File: src/rtl/gda_pkg.sv
package gda_pkg;

  localparam int unsigned EPOCH_YEAR_DEFAULT = 1753;
  localparam int unsigned YEAR_BITS_DEFAULT  = 12;
  localparam int unsigned STEP_BITS_DEFAULT  = 16;

  localparam logic [1:0] ST_OK       = 2'd0;
  localparam logic [1:0] ST_BAD_DATE = 2'd1;
  localparam logic [1:0] ST_RANGE    = 2'd2;

  typedef struct packed {
    logic start;
    logic step;
  } gda_walk_ctl_t;

  // days in month m, 0 for a month code that is not a month
  function automatic logic [4:0] month_days(input logic [3:0] m, input logic leap);
    logic [4:0] len;
    case (m)
      4'd1, 4'd3, 4'd5, 4'd7, 4'd8, 4'd10, 4'd12: len = 5'd31;
      4'd4, 4'd6, 4'd9, 4'd11:                     len = 5'd30;
      4'd2:                                         len = leap ? 5'd29 : 5'd28;
      default:                                      len = 5'd0;
    endcase
    return len;
  endfunction

  // days of a common year before the first of month m
  function automatic logic [8:0] days_before(input logic [3:0] m);
    logic [8:0] sum;
    case (m)
      4'd2:    sum = 9'd31;
      4'd3:    sum = 9'd59;
      4'd4:    sum = 9'd90;
      4'd5:    sum = 9'd120;
      4'd6:    sum = 9'd151;
      4'd7:    sum = 9'd181;
      4'd8:    sum = 9'd212;
      4'd9:    sum = 9'd243;
      4'd10:   sum = 9'd273;
      4'd11:   sum = 9'd304;
      4'd12:   sum = 9'd334;
      default: sum = 9'd0;
    endcase
    return sum;
  endfunction

endpackage

File: src/rtl/gregorian_date_advance_unit.sv
// channel | signals                                   | dir | handshake
// input   | month day year days_ahead                 | in  | in_valid / in_ready
// output  | status later_month later_day later_year   | out | out_valid / out_ready
//         | weekday ordinal leap                      |     |
//
// one word at a time; in_ready is high only while the sequencer is idle
// each word is worked through by the year walker and the single shared subtract/compare unit
// a bad date with a year before the epoch skips the year walk and goes straight to the done state
// rst is synchronous and clears the sequencer and the output valid flag
// a finished word sits in the output register, so the next word can start under a stall
module gregorian_date_advance_unit import gda_pkg::*; #(
  parameter int unsigned EPOCH_YEAR = EPOCH_YEAR_DEFAULT,
  parameter int unsigned YEAR_BITS  = YEAR_BITS_DEFAULT,
  parameter int unsigned STEP_BITS  = STEP_BITS_DEFAULT
) (
  input  logic        clk,
  input  logic        rst,
  input  logic        in_valid,
  output logic        in_ready,
  input  logic [3:0]  month,
  input  logic [4:0]  day,
  input  logic [11:0] year,
  input  logic [15:0] days_ahead,
  output logic        out_valid,
  input  logic        out_ready,
  output logic [1:0]  status,
  output logic [3:0]  later_month,
  output logic [4:0]  later_day,
  output logic [11:0] later_year,
  output logic [2:0]  weekday,
  output logic [8:0]  ordinal,
  output logic        leap
);

  localparam int unsigned YW  = YEAR_BITS + 1;
  localparam int unsigned AW  = (STEP_BITS > 9) ? STEP_BITS : 9;
  localparam int unsigned PW  = (STEP_BITS > 16) ? STEP_BITS : 16;
  localparam logic [11:0]   EpochYr = 12'(EPOCH_YEAR);
  localparam logic [YW-1:0] MaxYear = {1'b0, {YEAR_BITS{1'b1}}};

  localparam logic [2:0] S_IDLE = 3'd0;
  localparam logic [2:0] S_YEAR = 3'd1;
  localparam logic [2:0] S_MOD7 = 3'd2;
  localparam logic [2:0] S_ADV  = 3'd3;
  localparam logic [2:0] S_MON  = 3'd4;
  localparam logic [2:0] S_DONE = 3'd5;

  logic [2:0]           state, state_next;
  logic [3:0]           m_r;
  logic [4:0]           d_r;
  logic [11:0]          y_r;
  logic [STEP_BITS-1:0] n, n_next;
  logic [8:0]           k, k_next;
  logic [3:0]           lm, lm_next;
  logic [2:0]           wd, wd_next;
  logic [1:0]           st, st_next;
  logic [8:0]           ord, ord_next;
  logic                 lp, lp_next;
  logic                 load_out;

  gda_walk_ctl_t        walk;
  logic [YW-1:0]        wy;
  logic                 walk_leap;

  logic [AW-1:0]        alu_a, alu_b, alu_diff;
  logic                 alu_borrow, alu_zero;

  logic [PW-1:0]        ahead_wide;
  logic [STEP_BITS-1:0] n_load;
  logic [8:0]           ord_calc;
  logic                 date_ok;
  logic [3:0]           wsum;
  logic [2:0]           wd_adv;
  logic [8:0]           diy, rem;
  logic [AW-1:0]        adv_sum;

  gda_year_walker #(
    .EPOCH_YEAR (EPOCH_YEAR),
    .YEAR_BITS  (YEAR_BITS)
  ) u_walker (
    .clk      (clk),
    .ctl      (walk),
    .year_cur (wy),
    .leap     (walk_leap)
  );

  gda_alu #(
    .WIDTH (AW)
  ) u_alu (
    .a      (alu_a),
    .b      (alu_b),
    .diff   (alu_diff),
    .borrow (alu_borrow),
    .zero   (alu_zero)
  );

  assign in_ready   = (state == S_IDLE);
  assign ahead_wide = PW'(days_ahead);
  assign n_load     = ahead_wide[STEP_BITS-1:0];

  assign ord_calc = days_before(m_r) + 9'(d_r) + 9'(walk_leap && (m_r > 4'd2));
  assign date_ok  = (m_r >= 4'd1) && (m_r <= 4'd12) && (d_r != 5'd0) &&
                    (d_r <= month_days(m_r, walk_leap));

  // a common year moves the weekday by one, a leap year by two
  assign wsum   = {1'b0, wd} + (walk_leap ? 4'd2 : 4'd1);
  assign wd_adv = (wsum >= 4'd7) ? 3'(wsum - 4'd7) : wsum[2:0];

  assign diy     = walk_leap ? 9'd366 : 9'd365;
  assign rem     = diy - k;
  assign adv_sum = AW'(k) + AW'(n);

  always_comb begin
    case (state)
      S_MOD7: begin
        alu_a = AW'(k);
        alu_b = AW'(7);
      end
      S_ADV: begin
        alu_a = AW'(n);
        alu_b = AW'(rem);
      end
      S_MON: begin
        alu_a = AW'(k);
        alu_b = AW'(month_days(lm, walk_leap));
      end
      default: begin
        alu_a = '0;
        alu_b = '0;
      end
    endcase
  end

  always_comb begin
    state_next = state;
    n_next     = n;
    k_next     = k;
    lm_next    = lm;
    wd_next    = wd;
    st_next    = st;
    ord_next   = ord;
    lp_next    = lp;
    walk.start = 1'b0;
    walk.step  = 1'b0;
    load_out   = 1'b0;
    case (state)
      S_IDLE: begin
        if (in_valid) begin
          n_next  = n_load;
          wd_next = 3'd0;
          if (year < EpochYr) begin
            st_next    = ST_BAD_DATE;
            state_next = S_DONE;
          end else begin
            st_next    = ST_OK;
            walk.start = 1'b1;
            state_next = S_YEAR;
          end
        end
      end
      S_YEAR: begin
        if (wy == YW'(y_r)) begin
          lp_next  = walk_leap;
          ord_next = ord_calc;
          if (!date_ok) begin
            st_next    = ST_BAD_DATE;
            state_next = S_DONE;
          end else begin
            k_next     = ord_calc + 9'(wd);
            state_next = S_MOD7;
          end
        end else begin
          walk.step = 1'b1;
          wd_next   = wd_adv;
        end
      end
      S_MOD7: begin
        if (alu_borrow) begin
          wd_next    = k[2:0];
          k_next     = ord;
          state_next = S_ADV;
        end else begin
          k_next = alu_diff[8:0];
        end
      end
      S_ADV: begin
        // the rest of the step fits in this year
        if (alu_borrow || alu_zero) begin
          k_next     = adv_sum[8:0];
          lm_next    = 4'd1;
          state_next = S_MON;
        end else begin
          n_next = alu_diff[STEP_BITS-1:0];
          k_next = 9'd0;
          if (wy == MaxYear) begin
            st_next    = ST_RANGE;
            state_next = S_DONE;
          end else begin
            walk.step = 1'b1;
          end
        end
      end
      S_MON: begin
        if ((lm < 4'd12) && !(alu_borrow || alu_zero)) begin
          k_next  = alu_diff[8:0];
          lm_next = lm + 4'd1;
        end else begin
          state_next = S_DONE;
        end
      end
      S_DONE: begin
        if (!out_valid || out_ready) begin
          load_out   = 1'b1;
          state_next = S_IDLE;
        end
      end
      default: begin
        state_next = S_IDLE;
      end
    endcase
  end

  always_ff @(posedge clk) begin
    if (rst) begin
      state <= S_IDLE;
    end else begin
      state <= state_next;
    end
  end

  always_ff @(posedge clk) begin
    if (in_valid && in_ready) begin
      m_r <= month;
      d_r <= day;
      y_r <= year;
    end
    n   <= n_next;
    k   <= k_next;
    lm  <= lm_next;
    wd  <= wd_next;
    st  <= st_next;
    ord <= ord_next;
    lp  <= lp_next;
  end

  always_ff @(posedge clk) begin
    if (rst) begin
      out_valid <= 1'b0;
    end else if (load_out) begin
      out_valid <= 1'b1;
    end else if (out_ready) begin
      out_valid <= 1'b0;
    end
  end

  always_ff @(posedge clk) begin
    if (load_out) begin
      status <= st;
      if (st == ST_BAD_DATE) begin
        later_month <= 4'd0;
        later_day   <= 5'd0;
        later_year  <= 12'd0;
        weekday     <= 3'd0;
        ordinal     <= 9'd0;
        leap        <= 1'b0;
      end else begin
        weekday <= wd;
        ordinal <= ord;
        leap    <= lp;
        if (st == ST_RANGE) begin
          later_month <= 4'd0;
          later_day   <= 5'd0;
          later_year  <= 12'd0;
        end else begin
          later_month <= lm;
          later_day   <= k[4:0];
          later_year  <= wy[11:0];
        end
      end
    end
  end

endmodule

File: src/rtl/gda_alu.sv
module gda_alu import gda_pkg::*; #(
  parameter int unsigned WIDTH = 16
) (
  input  logic [WIDTH-1:0] a,
  input  logic [WIDTH-1:0] b,
  output logic [WIDTH-1:0] diff,
  output logic             borrow,
  output logic             zero
);

  logic [WIDTH:0] full;

  assign full   = {1'b0, a} - {1'b0, b};
  assign diff   = full[WIDTH-1:0];
  assign borrow = full[WIDTH];
  assign zero   = (full[WIDTH-1:0] == '0);

endmodule

File: src/rtl/gda_year_walker.sv
module gda_year_walker import gda_pkg::*; #(
  parameter int unsigned EPOCH_YEAR = EPOCH_YEAR_DEFAULT,
  parameter int unsigned YEAR_BITS  = YEAR_BITS_DEFAULT
) (
  input  logic                 clk,
  input  gda_walk_ctl_t        ctl,
  output logic [YEAR_BITS:0]   year_cur,
  output logic                 leap
);

  localparam int unsigned YW = YEAR_BITS + 1;
  localparam logic [1:0] Res4   = 2'(EPOCH_YEAR % 4);
  localparam logic [6:0] Res100 = 7'(EPOCH_YEAR % 100);
  localparam logic [8:0] Res400 = 9'(EPOCH_YEAR % 400);

  logic [1:0] c4;
  logic [6:0] c100;
  logic [8:0] c400;

  // residues of the current year track the leap rule without a divider
  always_ff @(posedge clk) begin
    if (ctl.start) begin
      year_cur <= YW'(EPOCH_YEAR);
      c4       <= Res4;
      c100     <= Res100;
      c400     <= Res400;
    end else if (ctl.step) begin
      year_cur <= year_cur + YW'(1);
      c4       <= c4 + 2'd1;
      c100     <= (c100 == 7'd99) ? 7'd0 : c100 + 7'd1;
      c400     <= (c400 == 9'd399) ? 9'd0 : c400 + 9'd1;
    end
  end

  assign leap = (c4 == 2'd0) && ((c100 != 7'd0) || (c400 == 9'd0));

endmodule
File: config.mk
export PLATFORM = sky130hd
export DESIGN_NAME = gregorian_date_advance_unit
export DESIGN_NICKNAME = d
export VERILOG_FILES = /design/src/rtl/gda_pkg.sv /design/src/rtl/gregorian_date_advance_unit.sv /design/src/rtl/gda_alu.sv /design/src/rtl/gda_year_walker.sv
export SDC_FILE = /design/constraint.sdc
export NUM_CORES = 1
export LEC_CHECK = 0
export ABC_CLOCK_PERIOD_IN_PS = 9300
export BUFFER_PORTS_ARGS = -buffer_cell sky130_fd_sc_hd__buf_2
export CAP_MARGIN = 20
export CORE_ASPECT_RATIO = 0.9
export CORE_MARGIN = 4
export CORE_UTILIZATION = 50
export CTS_CLUSTER_SIZE = 30
export DETAILED_ROUTE_END_ITERATION = 16
export GPL_TIMING_DRIVEN = 0
export PLACE_DENSITY = 0.69
export SLEW_MARGIN = 10
export SYNTH_ARGS = -nofsm -noshare
export SYNTH_HDL_FRONTEND = slang
export SYNTH_SLANG_ARGS = --single-unit
File: constraint.sdc
create_clock -name clk -period 9.3 [get_ports clk]
set_input_delay 0.465 -clock clk [delete_from_list [all_inputs] [get_ports clk]]
set_output_delay 0.465 -clock clk [all_outputs]
set_load 0.02 [all_outputs]
==> impl_metrics.yaml <==
detailed_routing:
  num_vias: 6848
  first_iter_violations: 504
  vias_per_cell: 5.75
  totalWireLength_microns: 20300
  drc_errors: 0
  wl_per_cell_microns: 17.1
  drtPass1Iterations: 7
  final_antenna_net_count: 0
clocking:
  cts_root_buf: "clkbuf_16"
  tritoncts: "built"
  htreeDepth: 4
  ctsResizeCount: 0
  clock_latency_ns: 0.42
  hold_buffers: 0
  clkTransAtPathRegs_ns: 0.06
  cts.sinks: 145
  post_cts_buffers: 0
  cts_buffer_depth: 2
  cts_buffers: 17
timing:
  rsz0062_at_grt: "no"
  tightest_slew_ns: 1.02
  hold_viol_final: 0
  whs_ns: 0.220
  drv_slew: 0
  layout_min_cycle_time_ns: 6.63
  tns_ns: 0
  relSlewSlack_pct: 31.5
  fin_worst_skew_ns: 0.00912
  fmax_mhz: 151
  finalCritPeriodShare_pct: 71.3
  setup_viol: 0
worst_setup_path:
  path_cells: "nor4_1 -> nand3_1 -> nand4_1 -> nand2_1 -> inv_1 -> ha_1 -> inv_1 -> fa_1 -> nor2_1 -> o21a_1 -> xnor2_1 -> nand2_1 -> ha_1 -> clkbuf_1 -> a21o_1 -> or2_2 -> o21bai_2 -> nand2_1 -> a222oi_1 -> nor4b_4 -> nor2_1 -> nand2_1 -> nand2_1 -> a2bb2oi_1"
  crit_path_start: "u_walker.c400[2]"
  cp_max_fo: 9
  crit_type: "reg2reg"
  cp_top_family: "simple AND/OR/NAND/NOR gates"
  slowest_stage: "a2bb2oi_1"
  critPathMostFrequentCell: "nand2_1"
  arrival_ns: 6.68
  max_stage_delay_ns: 0.81
  ff2ff_path_depth: 24
  regToRegStartpoint: "u_walker.c400[2]"
  endpoint: "k[7]"
  r2r_slack_ns: 2.67
  path_depth: 24
  critPathRequiredTime_ns: 9.34
  cp-start-kind: "register"
  r2r_end: "k[7]"
  worst-path-buf-inv: 3
  setup.worst_path.end_class: "register"
logic_synthesis:
  async_flop_share_pct: 0
  ys_seq_area_share_pct: 45.3
  synth_largest_area_cell: "edfxtp_1"
  syn_inst: 869
  synth_warnings: 0
  syn_area_sq_mm: 0.00864
  yosys.area.top_type_share_pct: 35.1
  synth.avg_cell_area_sq_um: 9.94
  post_synth_num_cell_types: 78
  synth_edf_count: 101
  ys_seq_elements: 145
  ys.flop_type: "edfxtp_1"
  ys_top_cells_by_area: "edfxtp_1 35%, dfxtp_1 10%, ha_1 7.7%, xnor2_1 3.9%, nand2_1 3.6%"
  syn_nets: 970
finish:
  multiInputGateArea_sq_mm: 0.00446
  mostFrequentLayoutCell: "edfxtp_1"
  antenna_cells: 0
  final_core_util_pct: 58.9
  layout_common_cells: "101 x edfxtp_1, 83 x nand2_1, 81 x buf_2"
  areaGrowthSynthToFinish_pct: 15.2
  fillers: 1455
  drive_gt1_share_pct: 14.1
  stdcell_count: 1191
  nNetsFinal: 1068
  seq_area_sq_mm: 0.00391
floorplanning:
  rows: 45
  dieArea_sq_mm: 0.0195
  dieWidth_microns: 147
  die-height_microns: 133
  pin_count: 79
  design.core.area_sq_mm: 0.0169
  initial_core_util_pct: 51.2
global_route:
  grt_pass1_vias: 6433
  grt.overflow.total: 0
  antenna_found_initial: 0
  grt_use_total_pct: 21.0
  grt_pass1_wl_microns: 32700
  grt_max_degree: 30
status:
  status: "completed"
placement:
  hpwl_microns: 15300
  globalplace.congestion: 0.881
  io_buffers: 78
  place_inst: 1159
power:
  ir_drop_mv: 0.245
  p_leak_nw: 4.00
  finalPower_mw: 4.09
  power_density_mw_per_mm2: 411
min_path:
  hold_class: "in2reg"
job:
  maxCapViolations: 0
==> synth_stat cells, drive strengths merged (5+ instances only) <==
cell type,instances
nor2b,23
nand4,10
mux2i,14
and3,10
o211ai,9
o21bai,7
a211oi,5
nand2b,13
ha,53
a22o,8
xnor2,38
nor4,6
a22oi,8
nor2,75
dfxtp,44
xor2,30
inv,40
nand3,15
clkbuf,26
nand2,83
fa,7
and2,27
a21o,10
buf,6
a21oi,52
o21a,6
nor3b,7
edfxtp,101
o21ai,60
or3,5
nor3,13
==> layer usage <==
metal / wire length, microns / global-route usage [%]
met1: 9370 / 29.5
met2: 9140 / 32.0
met3: 1450 / 5.79
met4: 382 / 6.32
met5: 0 / 0
==> worst min-delay path by stage <==
stage / start / end / slack, ns / depth (start not counted)
final: day[2] / d_r[2] / 0.22 / 1
after CTS: day[0] / d_r[0] / 0.20 / 1
after global routing: day[0] / d_r[0] / 0.20 / 1
after global placement: st[0] / status[0] / 0.44 / 0
after detailed placement: st[1] / status[1] / 0.45 / 0
after floorplan: st[1] / status[1] / 0.43 / 0
==> area by class of cell <==
type	instances	area share, %
multi-input combinational	652	44.8
sequential	145	39.3
buffer	32	1.29
clock buffer	21	5.05
timing repair buffer	79	4.20
inverter	40	1.51
clock inverter	11	1.22
tap	211	2.65
==> registers in the layout (all words and copies together), names as in the netlist, 9 cells and up, named ones only <==
signal,cells
later_year,12
u_walker.year_cur,13
y_r,12
k,9
ord,9
n,16
u_walker.c400,9
ordinal,9
==> report_power, final <==
part	leakage, nW	internal, mW	total [mW]	switching, mW
combinational	2.39	0.894	2.28	1.38
clock	0.310	0.442	0.712	0.270
sequential	1.30	0.958	1.11	0.150
==> worst reg2reg max path, stage by stage, from the launching register on <==
cell and delay (ns):
dfxtp_1 0.34, nor4_1 0.28, nand3_1 0.14, nand4_1 0.11, nand2_1 0.14, inv_1 0.34
ha_1 0.22, inv_1 0.06, fa_1 0.40, nor2_1 0.24, o21a_1 0.20, xnor2_1 0.12
nand2_1 0.07, ha_1 0.29, clkbuf_1 0.21, a21o_1 0.25, or2_2 0.30, o21bai_2 0.22
nand2_1 0.20, a222oi_1 0.59, nor4b_4 0.16, nor2_1 0.30, nand2_1 0.16, nand2_1 0.09
a2bb2oi_1 0.81
==> cell families after synthesis <==
| kind of cell | after synthesis | share of synthesized area [%] |
|---|---|---|
| flip-flops | 145 | 45.3 |
| multiplexers | 17 | 2.01 |
| XOR/XNOR | 68 | 6.89 |
| adder cells (fa/ha/maj) | 60 | 9.29 |
| buffers and inverters | 72 | 3.21 |
| AND/OR/NAND/NOR | 302 | 17.8 |
| AO/OA/AOI/OAI | 205 | 15.5 |
==> metrics by stage <==
step                      setup WS (ns)  area (sq um)
after floorplan                    3.95          8640
after global placement             2.78          9300
after detailed placement           2.77          9330
after CTS                          2.73          9960
after global routing               2.25          9960
final                              2.67          9960
Note: power is estimated with default switching activity, not from simulation.
